[src/tlnvf_pkg.sv]
`timescale 1ns / 1ps

package tlnvf_pkg;

	localparam int NUMBER_DIGITS = 6;
	localparam int BCD_W = 4 * NUMBER_DIGITS;
	localparam int DIG_IDX_W = (NUMBER_DIGITS > 1) ? $clog2(NUMBER_DIGITS) : 1;

	localparam int QUEUE_DEPTH = 2;
	localparam int QPTR_W = (QUEUE_DEPTH > 1) ? $clog2(QUEUE_DEPTH) : 1;
	localparam int QCNT_W = $clog2(QUEUE_DEPTH + 1);

	localparam int CFG_IDX_W = 3;

	typedef logic [CFG_IDX_W-1:0] cfg_idx_t;
	typedef logic [DIG_IDX_W-1:0] dig_idx_t;
	typedef logic [QPTR_W-1:0] qptr_t;
	typedef logic [QCNT_W-1:0] qcnt_t;

	localparam cfg_idx_t CFG_NUMBER_ALL       = 3'd0;
	localparam cfg_idx_t CFG_NUMBER_NONBLANK  = 3'd1;
	localparam cfg_idx_t CFG_SQUEEZE_BLANK    = 3'd2;
	localparam cfg_idx_t CFG_SHOW_ENDS        = 3'd3;
	localparam cfg_idx_t CFG_SHOW_TABS        = 3'd4;
	localparam cfg_idx_t CFG_SHOW_NONPRINTING = 3'd5;

	localparam dig_idx_t DIG_MAX = dig_idx_t'(NUMBER_DIGITS - 1);
	localparam qptr_t QPTR_MAX = qptr_t'(QUEUE_DEPTH - 1);
	localparam qcnt_t QCNT_FULL = qcnt_t'(QUEUE_DEPTH);

	localparam logic [7:0] CH_TAB    = 8'd9;
	localparam logic [7:0] CH_NL     = 8'd10;
	localparam logic [7:0] CH_SPACE  = 8'd32;
	localparam logic [7:0] CH_DOLLAR = 8'd36;
	localparam logic [7:0] CH_DASH   = 8'd45;
	localparam logic [7:0] CH_ZERO   = 8'd48;
	localparam logic [7:0] CH_QMARK  = 8'd63;
	localparam logic [7:0] CH_UPPER_I = 8'd73;
	localparam logic [7:0] CH_UPPER_M = 8'd77;
	localparam logic [7:0] CH_CARET  = 8'd94;
	localparam logic [7:0] CH_DEL    = 8'd127;
	localparam logic [7:0] CH_CTRL_LIMIT = 8'd32;
	localparam logic [7:0] CH_CTRL_OFFSET = 8'd64;

	typedef struct packed {
		logic number_all;
		logic number_nonblank;
		logic squeeze_blank;
		logic show_ends;
		logic show_tabs;
		logic show_nonprinting;
	} cfg_t;

	// one classified input byte, ready to be expanded by the back end
	typedef struct packed {
		logic             number;
		logic [BCD_W-1:0] bcd;
		logic             dollar;
		logic             meta;
		logic             caret;
		logic [7:0]       ch;
	} item_desc_t;

	typedef enum logic [2:0] {
		PH_START,
		PH_DIGIT,
		PH_TAB,
		PH_DOLLAR,
		PH_META,
		PH_DASH,
		PH_CARET,
		PH_CHAR
	} phase_t;

endpackage

[src/tlnvf_front.sv]
`timescale 1ns / 1ps

module tlnvf_front (
	input  logic                  clk,
	input  logic                  arst_n,
	input  logic                  cfg_valid,
	output logic                  cfg_ready,
	input  tlnvf_pkg::cfg_idx_t   cfg_index,
	input  logic                  cfg_data,
	input  logic                  in_valid,
	output logic                  in_ready,
	input  logic [7:0]            byte_in,
	input  logic                  q_full,
	output logic                  push,
	output tlnvf_pkg::item_desc_t push_desc
);

	tlnvf_pkg::cfg_t cfg_q;
	logic after_nl_q;
	logic [1:0] blank_run_q;
	logic [tlnvf_pkg::BCD_W-1:0] bcd_q;

	logic accept;
	logic is_nl;
	logic [1:0] blank_run_next;
	logic drop;
	logic numb;
	logic tab_caret;
	logic np;
	logic meta;
	logic [7:0] c7;
	logic ctrl_caret;
	logic [tlnvf_pkg::BCD_W-1:0] bcd_inc;

	// saturating bcd increment
	function automatic logic [tlnvf_pkg::BCD_W-1:0] bcd_count_up(
		input logic [tlnvf_pkg::BCD_W-1:0] v
	);
		logic [tlnvf_pkg::BCD_W-1:0] r;
		logic carry;
		r = v;
		carry = 1'b1;
		for (int i = 0; i < tlnvf_pkg::NUMBER_DIGITS; i++) begin
			if (carry) begin
				if (v[4*i +: 4] == 4'd9) begin
					r[4*i +: 4] = 4'd0;
				end else begin
					r[4*i +: 4] = v[4*i +: 4] + 4'd1;
					carry = 1'b0;
				end
			end
		end
		return carry ? v : r;
	endfunction

	assign cfg_ready = 1'b1;
	assign in_ready = !q_full;
	assign accept = in_valid && in_ready;

	assign is_nl = (byte_in == tlnvf_pkg::CH_NL);
	assign blank_run_next = (is_nl && after_nl_q) ?
		((blank_run_q == 2'd2) ? 2'd2 : blank_run_q + 2'd1) : 2'd0;
	assign drop = cfg_q.squeeze_blank && (blank_run_next == 2'd2);

	assign numb = after_nl_q &&
		((cfg_q.number_all && !cfg_q.number_nonblank) || (cfg_q.number_nonblank && !is_nl));
	assign bcd_inc = bcd_count_up(bcd_q);

	assign tab_caret = cfg_q.show_tabs && (byte_in == tlnvf_pkg::CH_TAB);
	assign np = cfg_q.show_nonprinting && (byte_in != tlnvf_pkg::CH_TAB) && !is_nl;
	assign meta = np && byte_in[7];
	assign c7 = meta ? {1'b0, byte_in[6:0]} : byte_in;
	assign ctrl_caret = np && ((c7 < tlnvf_pkg::CH_CTRL_LIMIT) || (c7 == tlnvf_pkg::CH_DEL));

	assign push = accept && !drop;

	always_comb begin
		push_desc.number = numb;
		push_desc.bcd = numb ? bcd_inc : bcd_q;
		push_desc.dollar = cfg_q.show_ends && is_nl;
		push_desc.meta = meta;
		push_desc.caret = tab_caret || ctrl_caret;
		if (tab_caret) begin
			push_desc.ch = tlnvf_pkg::CH_UPPER_I;
		end else if (ctrl_caret) begin
			push_desc.ch = (c7 == tlnvf_pkg::CH_DEL) ? tlnvf_pkg::CH_QMARK :
				c7 + tlnvf_pkg::CH_CTRL_OFFSET;
		end else begin
			push_desc.ch = c7;
		end
	end

	always_ff @(posedge clk or negedge arst_n) begin
		if (!arst_n) begin
			cfg_q <= '0;
		end else if (cfg_valid && cfg_ready) begin
			unique case (cfg_index)
				tlnvf_pkg::CFG_NUMBER_ALL:       cfg_q.number_all <= cfg_data;
				tlnvf_pkg::CFG_NUMBER_NONBLANK:  cfg_q.number_nonblank <= cfg_data;
				tlnvf_pkg::CFG_SQUEEZE_BLANK:    cfg_q.squeeze_blank <= cfg_data;
				tlnvf_pkg::CFG_SHOW_ENDS:        cfg_q.show_ends <= cfg_data;
				tlnvf_pkg::CFG_SHOW_TABS:        cfg_q.show_tabs <= cfg_data;
				tlnvf_pkg::CFG_SHOW_NONPRINTING: cfg_q.show_nonprinting <= cfg_data;
				default: ;
			endcase
		end
	end

	always_ff @(posedge clk or negedge arst_n) begin
		if (!arst_n) begin
			after_nl_q <= 1'b1;
			blank_run_q <= 2'd0;
			bcd_q <= '0;
		end else if (accept) begin
			blank_run_q <= blank_run_next;
			// a squeezed newline leaves the line state alone
			if (!drop) begin
				after_nl_q <= is_nl;
				if (numb) begin
					bcd_q <= bcd_inc;
				end
			end
		end
	end

endmodule

[src/tlnvf_queue.sv]
`timescale 1ns / 1ps

module tlnvf_queue (
	input  logic                  clk,
	input  logic                  arst_n,
	input  logic                  push,
	input  tlnvf_pkg::item_desc_t push_desc,
	output logic                  full,
	input  logic                  pop,
	output logic                  head_valid,
	output tlnvf_pkg::item_desc_t head_desc
);

	tlnvf_pkg::item_desc_t mem_q [tlnvf_pkg::QUEUE_DEPTH];
	tlnvf_pkg::qptr_t wr_ptr_q;
	tlnvf_pkg::qptr_t rd_ptr_q;
	tlnvf_pkg::qcnt_t count_q;

	logic do_pop;

	assign full = (count_q == tlnvf_pkg::QCNT_FULL);
	assign head_valid = (count_q != '0);
	assign head_desc = mem_q[rd_ptr_q];
	assign do_pop = pop && head_valid;

	always_ff @(posedge clk) begin
		if (push) begin
			mem_q[wr_ptr_q] <= push_desc;
		end
	end

	always_ff @(posedge clk or negedge arst_n) begin
		if (!arst_n) begin
			wr_ptr_q <= '0;
			rd_ptr_q <= '0;
			count_q <= '0;
		end else begin
			if (push) begin
				wr_ptr_q <= (wr_ptr_q == tlnvf_pkg::QPTR_MAX) ? '0 : wr_ptr_q + 1'b1;
			end
			if (do_pop) begin
				rd_ptr_q <= (rd_ptr_q == tlnvf_pkg::QPTR_MAX) ? '0 : rd_ptr_q + 1'b1;
			end
			if (push && !do_pop) begin
				count_q <= count_q + 1'b1;
			end else if (do_pop && !push) begin
				count_q <= count_q - 1'b1;
			end
		end
	end

endmodule

[src/tlnvf_back.sv]
`timescale 1ns / 1ps

module tlnvf_back (
	input  logic                  clk,
	input  logic                  arst_n,
	input  logic                  head_valid,
	input  tlnvf_pkg::item_desc_t head_desc,
	output logic                  pop,
	output logic                  out_valid,
	input  logic                  out_ready,
	output logic [7:0]            byte_out,
	output logic                  last
);

	tlnvf_pkg::phase_t phase_q;
	tlnvf_pkg::phase_t phase_next;
	tlnvf_pkg::phase_t eff_phase;
	tlnvf_pkg::phase_t after_num;
	tlnvf_pkg::dig_idx_t dig_q;
	tlnvf_pkg::dig_idx_t dig_next;
	tlnvf_pkg::dig_idx_t eff_idx;

	logic out_valid_q;
	logic [7:0] byte_q;
	logic last_q;

	logic emit;
	logic [3:0] digit;
	logic shown;
	logic [7:0] emit_byte;

	// leading zero digits print as blanks, the units digit always prints
	function automatic logic digit_shown(
		input logic [tlnvf_pkg::BCD_W-1:0] bcd,
		input tlnvf_pkg::dig_idx_t idx
	);
		logic s;
		s = (idx == '0);
		for (int i = 0; i < tlnvf_pkg::NUMBER_DIGITS; i++) begin
			if ((tlnvf_pkg::dig_idx_t'(i) >= idx) && (bcd[4*i +: 4] != 4'd0)) begin
				s = 1'b1;
			end
		end
		return s;
	endfunction

	assign emit = head_valid && (!out_valid_q || out_ready);
	assign pop = emit && (eff_phase == tlnvf_pkg::PH_CHAR);

	always_comb begin
		if (head_desc.dollar) begin
			after_num = tlnvf_pkg::PH_DOLLAR;
		end else if (head_desc.meta) begin
			after_num = tlnvf_pkg::PH_META;
		end else if (head_desc.caret) begin
			after_num = tlnvf_pkg::PH_CARET;
		end else begin
			after_num = tlnvf_pkg::PH_CHAR;
		end
		eff_phase = (phase_q == tlnvf_pkg::PH_START) ?
			(head_desc.number ? tlnvf_pkg::PH_DIGIT : after_num) : phase_q;
		eff_idx = (phase_q == tlnvf_pkg::PH_DIGIT) ? dig_q : tlnvf_pkg::DIG_MAX;
	end

	// next state
	always_comb begin
		phase_next = phase_q;
		dig_next = dig_q;
		if (emit) begin
			unique case (eff_phase)
				tlnvf_pkg::PH_DIGIT: begin
					if (eff_idx == '0) begin
						phase_next = tlnvf_pkg::PH_TAB;
					end else begin
						phase_next = tlnvf_pkg::PH_DIGIT;
						dig_next = eff_idx - 1'b1;
					end
				end
				tlnvf_pkg::PH_TAB:    phase_next = after_num;
				tlnvf_pkg::PH_DOLLAR: phase_next = tlnvf_pkg::PH_CHAR;
				tlnvf_pkg::PH_META:   phase_next = tlnvf_pkg::PH_DASH;
				tlnvf_pkg::PH_DASH:
					phase_next = head_desc.caret ? tlnvf_pkg::PH_CARET : tlnvf_pkg::PH_CHAR;
				tlnvf_pkg::PH_CARET:  phase_next = tlnvf_pkg::PH_CHAR;
				tlnvf_pkg::PH_CHAR:   phase_next = tlnvf_pkg::PH_START;
				default:              phase_next = tlnvf_pkg::PH_START;
			endcase
		end
	end

	// outputs
	always_comb begin
		digit = head_desc.bcd[4*eff_idx +: 4];
		shown = digit_shown(head_desc.bcd, eff_idx);
		unique case (eff_phase)
			tlnvf_pkg::PH_DIGIT:
				emit_byte = shown ? (tlnvf_pkg::CH_ZERO | {4'd0, digit}) : tlnvf_pkg::CH_SPACE;
			tlnvf_pkg::PH_TAB:    emit_byte = tlnvf_pkg::CH_TAB;
			tlnvf_pkg::PH_DOLLAR: emit_byte = tlnvf_pkg::CH_DOLLAR;
			tlnvf_pkg::PH_META:   emit_byte = tlnvf_pkg::CH_UPPER_M;
			tlnvf_pkg::PH_DASH:   emit_byte = tlnvf_pkg::CH_DASH;
			tlnvf_pkg::PH_CARET:  emit_byte = tlnvf_pkg::CH_CARET;
			default:              emit_byte = head_desc.ch;
		endcase
	end

	always_ff @(posedge clk or negedge arst_n) begin
		if (!arst_n) begin
			phase_q <= tlnvf_pkg::PH_START;
			dig_q <= '0;
		end else begin
			phase_q <= phase_next;
			dig_q <= dig_next;
		end
	end

	always_ff @(posedge clk or negedge arst_n) begin
		if (!arst_n) begin
			out_valid_q <= 1'b0;
		end else if (emit) begin
			out_valid_q <= 1'b1;
		end else if (out_ready) begin
			out_valid_q <= 1'b0;
		end
	end

	always_ff @(posedge clk) begin
		if (emit) begin
			byte_q <= emit_byte;
			last_q <= (eff_phase == tlnvf_pkg::PH_CHAR);
		end
	end

	assign out_valid = out_valid_q;
	assign byte_out = byte_q;
	assign last = last_q;

endmodule

[src/text_line_number_visible_filter.sv]
`timescale 1ns / 1ps
// path: an accepted request is registered in the queue, and its first output byte then in the output register
// throughput: one output byte per cycle from the expansion sequencer while the output is not stalled;
// a request holds it until its last output byte is emitted, so plain bytes flow at one request per cycle
// a two-entry queue between classifier and sequencer absorbs expansions and stalls
// reset (arst_n low): options off, start of line, blank run zero, line count zero

module text_line_number_visible_filter (
	input  logic                clk,
	input  logic                arst_n,
	input  logic                cfg_valid,
	output logic                cfg_ready,
	input  tlnvf_pkg::cfg_idx_t cfg_index,
	input  logic                cfg_data,
	input  logic                in_valid,
	output logic                in_ready,
	input  logic [7:0]          byte_in,
	output logic                out_valid,
	input  logic                out_ready,
	output logic [7:0]          byte_out,
	output logic                last
);

	logic q_full;
	logic push;
	logic pop;
	logic head_valid;
	tlnvf_pkg::item_desc_t push_desc;
	tlnvf_pkg::item_desc_t head_desc;

	tlnvf_front u_front (
		.clk       (clk),
		.arst_n    (arst_n),
		.cfg_valid (cfg_valid),
		.cfg_ready (cfg_ready),
		.cfg_index (cfg_index),
		.cfg_data  (cfg_data),
		.in_valid  (in_valid),
		.in_ready  (in_ready),
		.byte_in   (byte_in),
		.q_full    (q_full),
		.push      (push),
		.push_desc (push_desc)
	);

	tlnvf_queue u_queue (
		.clk        (clk),
		.arst_n     (arst_n),
		.push       (push),
		.push_desc  (push_desc),
		.full       (q_full),
		.pop        (pop),
		.head_valid (head_valid),
		.head_desc  (head_desc)
	);

	tlnvf_back u_back (
		.clk        (clk),
		.arst_n     (arst_n),
		.head_valid (head_valid),
		.head_desc  (head_desc),
		.pop        (pop),
		.out_valid  (out_valid),
		.out_ready  (out_ready),
		.byte_out   (byte_out),
		.last       (last)
	);

endmodule
[config.mk]
export PLATFORM = sky130hd
export DESIGN_NAME = text_line_number_visible_filter
export DESIGN_NICKNAME = d
export VERILOG_FILES = /design/src/tlnvf_pkg.sv /design/src/tlnvf_front.sv /design/src/tlnvf_queue.sv /design/src/tlnvf_back.sv /design/src/text_line_number_visible_filter.sv
export SDC_FILE = /design/constraint.sdc
export NUM_CORES = 1
export LEC_CHECK = 0
export BUFFER_PORTS_ARGS = -buffer_cell sky130_fd_sc_hd__buf_2
export CORE_MARGIN = 2
export CORE_UTILIZATION = 43
export DETAILED_ROUTE_END_ITERATION = 8
export SETUP_SLACK_MARGIN = 0.2
export SLEW_MARGIN = 30
export SYNTH_ARGS = -nofsm -noshare
export SYNTH_HDL_FRONTEND = slang
export SYNTH_SLANG_ARGS = --single-unit
[constraint.sdc]
create_clock -name clk -period 3.3 [get_ports clk]
set_input_delay 0.165 -clock clk [delete_from_list [all_inputs] [get_ports clk]]
set_output_delay 0.165 -clock clk [all_outputs]
set_load 0.05 [all_outputs]
**After elaboration in Yosys (flattened, before gate mapping)**

Memory sizes are Yosys's and may differ from the RTL's.
Index checks and enable logic that the tools add are counted.

- Muxes and demuxes: 54
- Bitwise gates (word level): 2
- Equal/unequal tests: 26
- Reduce and logical (&&, ||, !) cells: 56
- Multipliers: 0
- Add/subtract/negate cells: 13
- Div/mod/pow operators: 0
- Magnitude comparators: 7
- Shift operators: 1

Operators by type and width:

| operator | number |
|---|---|
| $mux 24 | 2 |
| $pmux 8 s6 | 1 |
| $mux 4 | 11 |
| $mux 8 | 4 |
| $add 4x1->4 const B | 6 |
| $eq 4x4->1 const B | 6 |
| $logic_and 1x1->1 | 24 |
| $mux 1 | 24 |
| $reduce_bool 4->1 | 6 |
| $shiftx 24x6->4 | 1 |
| $eq 3x3->1 const B | 6 |
| $eq 8x4->1 const B | 2 |
| $mux 3 | 5 |
| $pmux 3 s5 | 1 |
| $reduce_and 2->1 | 7 |
| $eq 3x2->1 const B | 4 |
| $mux 2 | 5 |
| $eq 3x1->1 const B | 3 |
| $logic_not 3->1 | 3 |
| $add 8x7->8 const B | 1 |
| $eq 8x7->1 const B | 1 |
| $lt 8x6->1 const B | 1 |
| $ne 8x4->1 const B | 1 |
| $logic_not 1->1 | 7 |
| other kinds (14) | 27 |

- Memories: 1
- Bits in latches: 0
- Bits of input ports: 17
- Word-level logic and storage cells: 177
- Memory bits (writable): 72
- Flip-flop bits (word level): 53
- ROM bits: 0

Memories:

| name | depth | bits a word | read ports | clocked after memory_dff | write ports | RTL line | source |
|---|---|---|---|---|---|---|---|
| u_queue.mem_q | 2 | 36 | 1 | 0 | 1 | tlnvf_queue.sv:14 | `tlnvf_pkg::item_desc_t mem_q [tlnvf_pkg::QUEUE_DEPTH];` |

**Logic depth before layout (Yosys ltp)**

- Depth in word-level cells: 12
- Depth in mapped cells: 11
- Mapped depth without buffers: 9

**By module**

Synthesis repeated with hierarchy kept, for this count alone.

- Cells, all modules: 521
- Area total of the unflattened synthesis: 6,676.4 um^2

By module, submodules not included:

| module | times used | seq. area each (um^2) | area an instance (um^2) | cells an instance |
|---|---|---|---|---|
| tlnvf_queue | 1 | 2,262.2 | 2,936.6 | 128 |
| tlnvf_front | 1 | 827.0 | 2,516.2 | 265 |
| tlnvf_back | 1 | 445.4 | 1,223.7 | 128 |

**Least setup slack after synthesis**

No wires, ideal clock.

- Path kind: register -> register
- From: register u_queue.count_q[0]
- To: memory u_queue.mem_q[0][0] (netlist name) (enable)
- Arrival time: 2,908 ps
- Setup time: 429 ps
- Buffers on the path: 0
- Required time: 2,871 ps
- Cell stages (with the launch flop): 5
- Slack: -38 ps
- Cell sequence: dfrtp_1 -> nand2b_1 -> nand2_1 -> o21bai_2 -> nor2_1

- Cells in the longest elaborated chain, start to end: 6

Ends and longest elaborated chain:

| what | RTL line | source |
|---|---|---|
| from (decl) | tlnvf_queue.sv:17 | `tlnvf_pkg::qcnt_t count_q;` |
| from (signal assigned) | tlnvf_queue.sv:45 | `count_q <= count_q + 1'b1;` |
| from (signal assigned) | tlnvf_queue.sv:47 | `count_q <= count_q - 1'b1;` |
| $eq 2x2->1 | tlnvf_queue.sv:21 | `assign full = (count_q == tlnvf_pkg::QCNT_FULL);` |
| $logic_not 1->1 | tlnvf_front.sv:57 | `assign in_ready = !q_full;` |
| net in_ready | text_line_number_visible_filter.sv:16 | `output logic in_ready,` |
| $logic_and 1x1->1 | tlnvf_front.sv:58 | `assign accept = in_valid && in_ready;` |
| $logic_and 1x1->1 | tlnvf_front.sv:75 | `assign push = accept && !drop;` |
| $mux 1 | tlnvf_queue.sv:27 | `if (push) begin` |
| $mux 1 (implied by the code) | tlnvf_queue.sv:28 | `mem_q[wr_ptr_q] <= push_desc;` |
| to (decl) | tlnvf_queue.sv:14 |  |

The timed path passes the listed nets, and every way through them passes these cells.

**Final worst setup path**

- From: register u_back.phase_q[1]
- To: register u_back.byte_q[2], in the netlist u_back.byte_out[2] (data pin)

- Cells in the longest elaborated chain, start to end: 12

Ends and longest elaborated chain:

| what | RTL line | source |
|---|---|---|
| from (decl) | tlnvf_back.sv:15 | `tlnvf_pkg::phase_t phase_q;` |
| from (signal assigned) | tlnvf_back.sv:109 | `phase_q <= tlnvf_pkg::PH_START;` |
| from (signal assigned) | tlnvf_back.sv:112 | `phase_q <= phase_next;` |
| $eq 3x1->1 | tlnvf_back.sv:62 | `eff_idx = (phase_q == tlnvf_pkg::PH_DIGIT) ? dig_q : tlnvf_pkg::DIG_MAX;` |
| $mux 3 | tlnvf_back.sv:62 |  |
| $ge 1x3->1 | tlnvf_back.sv:40 | `if ((tlnvf_pkg::dig_idx_t'(i) >= idx) && (bcd[4*i +: 4] != 4'd0)) begin` |
| $logic_and 1x1->1 | tlnvf_back.sv:40 |  |
| $mux 1 (6 in a row) | tlnvf_back.sv:40 |  |
| $mux 5 | tlnvf_back.sv:97 | `emit_byte = shown ? (tlnvf_pkg::CH_ZERO \| {4'd0, digit}) : tlnvf_pkg::CH_SPACE;` |
| $pmux 8 s6 * | tlnvf_back.sv:95 | `unique case (eff_phase)` |
| net u_back.emit_byte[2] | tlnvf_back.sv:30 | `logic [7:0] emit_byte;` |
| to (signal assigned) | tlnvf_back.sv:129 | `byte_q <= emit_byte;` |
| to (decl) | tlnvf_back.sv:24 | `logic [7:0] byte_q;` |

The timed path passes the listed nets; every way through them passes the cells marked *.
A chain may end at the register's enable or synchronous reset.

==> summary.md <==
| Metric | Value |
|---|---|
| Fill count | `1266` |
| CTS tree | `done` |
| Total core area | `14500 um2` |
| CP Max Fanout | `10` |
| Initial DRC count | `395` |
| Distinct cells, synth | `81` |
| Max incr delay on CP | `720 ps` |
| Post-synth EDFFs | `81` |
| Relative slew slack | `46.4%` |
| First-pass DRT Iterations | `4` |
| Largest net degree at the start of global routing | `37` |
| First-pass GRT wire length | `21700 um` |
| Initial core utilization | `44.0%` |
| Drt total wl | `12800 um` |
| Crit-path slowest cell | `nor4bb_4` |
| Layout cells sized above 1 | `19.9%` |
| Setup ws final | `555 ps` |
| Drc violations | `0` |
| Worst path bufs/invs | `0` |
| Antenna Cells | `0` |
| WL per Instance | `16.6 um` |
| Crit end category | `register` |
| RD Place Congestion | `0.854` |
| Tcrit/Tclk final | `83.2%` |
| Via Count | `4260` |
| Initial antenna violation count | `0` |
| Top delay family on crit path | `simple AND/OR/NAND/NOR gates` |
| Layout Nets | `599` |
| Max Fclk | `364 MHz` |
| Status | `finished clean` |
| DP Wirelength | `9240 um` |
| Post-CTS Setup Bufs | `0` |
| PwrDens | `811 nW/um2` |
| WP data required | `3440 ps` |
| Hold Vio Cnt, Final | `0` |
| Post-Syn Nets | `560` |
| CP Class | `register to register` |
| Gr usage total | `17.5%` |
| Prevailing post-synth register cell | `edfxtp_1` |
| Area added between synthesis and finish | `15.7%` |
| Clk sink count | `125` |
| Crit-path cells | `nor4bb_4, mux2i_1, o22ai_1, or3_1, a2111oi_1, a211oi_2` |
| Synth top area share | `38.2%` |
| Fin crit period | `2740 ps` |
| Max cap viols | `0` |
| FF+latch count, synth | `125` |
| Setup WS pre-CTS | `596 ps` |
| Final setup viols | `0` |
| Leak pwr | `2.71 nW` |
| Mapped Avg Cell Area | `11.9 um2` |
| RSZ-0062 raised after global routing | `no` |
| Routed Antenna Nets | `0` |
| Share of flip-flops with an asynchronous set or reset | `35.2%` |
| Die X | `126 um` |
| VDD IR-drop max | `0.397 mV` |
| Clk pin slew, worst setup/hold paths | `50 ps` |
| Final number of max-transition violations | `0` |
| Clk root buf | `clkbuf_16` |
| Ys Warns | `0` |
| Critical path arrival | `2890 ps` |
| Clock Latency Late Sink | `420 ps` |
| H-tree depth | `4` |
| Port bufs | `27` |
| Vias in the first global route | `4157` |
| Yosys top cell by area | `edfxtp_1` |
| Post-synthesis instance area | `6370 um2` |
| Grt ovf | `0` |
| Row count | `44` |
| Die H | `126 um` |
| Synthesized instance count | `536` |
| Vias per cell | `5.52` |
| Die area | `15800 um2` |
| Clk_skew | `6.92 ps` |
| CP Launch Type | `register` |
| Worst slew pin tran | `792 ps` |
| Design area | `7370 um2` |
| Total Neg Setup Slack | `0 ps` |
| Ports | `29` |
| Share of the yosys chip area belonging to registers | `55.5%` |
| Top post-synthesis cells by area | `edfxtp_1 (38%), dfrtp_1 (17%), mux2_2 (4.2%), nand2_1 (2.9%), xnor2_1 (2.9%)` |
| Worst hold path class | `input pin to register` |
| Clock buffer depth | `2` |
| TritonCTS Buffers | `17` |
| DP Area | `6680 um2` |
-- power by group --
| group | internal [mW] | switching [mW] |
|---|---|---|
| Combinational | 0.623 | 1.11 |
| Clock | 1.26 | 0.673 |
| Sequential | 2.09 | 0.222 |
-- final timing paths --
check	start	slack [ps]	cells past startpoint	end
max	u_back.phase_q[1]	560	6	u_back.byte_out[2]
min	out_ready	40	3	u_back.out_valid
max reg2reg	u_back.phase_q[1]	560	6	u_back.byte_out[2]
min reg2reg	u_front.blank_run_q[1]	500	2	u_front.blank_run_q[1]
max in group asynchronous	arst_n	2210	3	u_front.after_nl_q
min in group asynchronous	arst_n	300	2	u_front.bcd_q[7]
-- layer usage --
metal	GRT usage, %	share of wire (%)	vias up
li1	-	-	2082
met1	25.4	51	2076
met2	25.5	45	79
met3	3.82	2.8	23
met4	7.19	1.9	0
met5	0	0	-
-- layout by cell type, fill, tap and decap left out, types with 4 or more instances in the layout --
cell type,netlist,layout
mux4_2,4,4
nand2_1,50,50
mux2i_1,16,16
bufinv_16,0,4
edfxtp_1,81,81
xor2_1,10,10
nand3_1,19,19
or3_1,5,5
buf_4,4,9
o21ai_0,28,28
ha_1,7,7
inv_1,13,13
o211ai_1,4,4
nand3b_1,5,5
nand4_1,4,4
o22ai_1,5,5
nor3_1,14,14
dfrtp_1,43,43
nor2b_1,16,16
nand4b_1,4,4
dlygate4sd3_1,0,7
xnor2_1,21,21
a21oi_1,6,6
buf_2,6,27
a211oi_1,6,6
nor2_1,35,34
nand2b_1,12,12
nor4_1,7,7
and2_1,5,5
clkbuf_16,0,17
mux2_2,24,24
nor3b_1,8,8
-- layout make-up --
| class | count | area, um2 | area share (%) |
|---|---|---|---|
| Clock inverter | 15 | 195 | 2.65 |
| Timing Repair Buffer | 43 | 273 | 3.70 |
| Inverter | 14 | 52.6 | 0.713 |
| Multi-Input combinational cell | 374 | 2660 | 36.1 |
| Clock buffer | 17 | 425 | 5.77 |
| Tap cell | 184 | 230 | 3.12 |
| Sequential cell | 125 | 3530 | 47.9 |
-- through the flow --
stage	total power [mW]	utilization [%]	hold slack (ps)	std cells
after global placement	4.04	46.1	232	733
after CTS	6.02	50.9	27.1	772
final	5.98	50.9	38.6	772
after floorplan	3.62	-	-131	536
after detailed placement	4.06	46.1	230	733
after global routing	6.28	50.9	39.0	772
-- cells by family after synthesis --
| group | synth area share (%) |
|---|---|
| muxes | 8.41 |
| AOI/OAI and AO/OA | 9.09 |
| adders and majority gates | 1.37 |
| other | 0.0589 |
| DFF | 55.5 |
| xor gates and xnor gates | 4.26 |
| buffers and inverters | 2.77 |
| and+or+nand+nor | 18.5 |
-- synthesized netlist by cell type (all sizes together) (2+ instances only) --
| cell | number |
|---|---|
| xnor2 | 21 |
| edfxtp | 81 |
| nor2b | 16 |
| o21ai | 29 |
| nand4b | 4 |
| dfrtp | 43 |
| buf | 12 |
| a211oi | 7 |
| nor3b | 8 |
| and3 | 3 |
| nand3 | 20 |
| nor3 | 16 |
| mux2i | 16 |
| and2 | 6 |
| mux2 | 25 |
| ha | 7 |
| nand3b | 5 |
| o31ai | 3 |
| or2 | 3 |
| a21oi | 7 |
| nand4 | 4 |
| clkbuf | 11 |
| nor2 | 36 |
| o211ai | 4 |
| or3 | 6 |
| nand2b | 12 |
| and4bb | 2 |
| mux4 | 4 |
| a2111oi | 4 |
| nor4 | 7 |
| nor4b | 3 |
| xor2 | 10 |
| o32a | 2 |
| a22o | 2 |
| nand2 | 51 |
| o22ai | 6 |
| inv | 14 |
| or4 | 2 |
-- sequential cells by signal (all words and copies together), names as in the netlist, 2 cells and up --
register             count
u_back.dig_q             3
u_queue.count_q          2
u_back.byte_out          8
u_front.cfg_q            6
u_front.blank_run_q      2
u_front.bcd_q           24
u_queue.mem_q           72
u_back.phase_q           3
-- repair_timing --
action	CTS	global route
hold endpoints to repair	35	0
hold buffers	7	0
gates resized for setup	0	0
-- worst register-to-register path, delay by kind of cell (launching register included) --
family / cells / cell delay, ps
DFF: 1 / 510
AOI/OAI and AO/OA: 3 / 630
and+or+nand+nor: 2 / 1050
muxes: 1 / 270
Power figures use the tool's default switching activity.
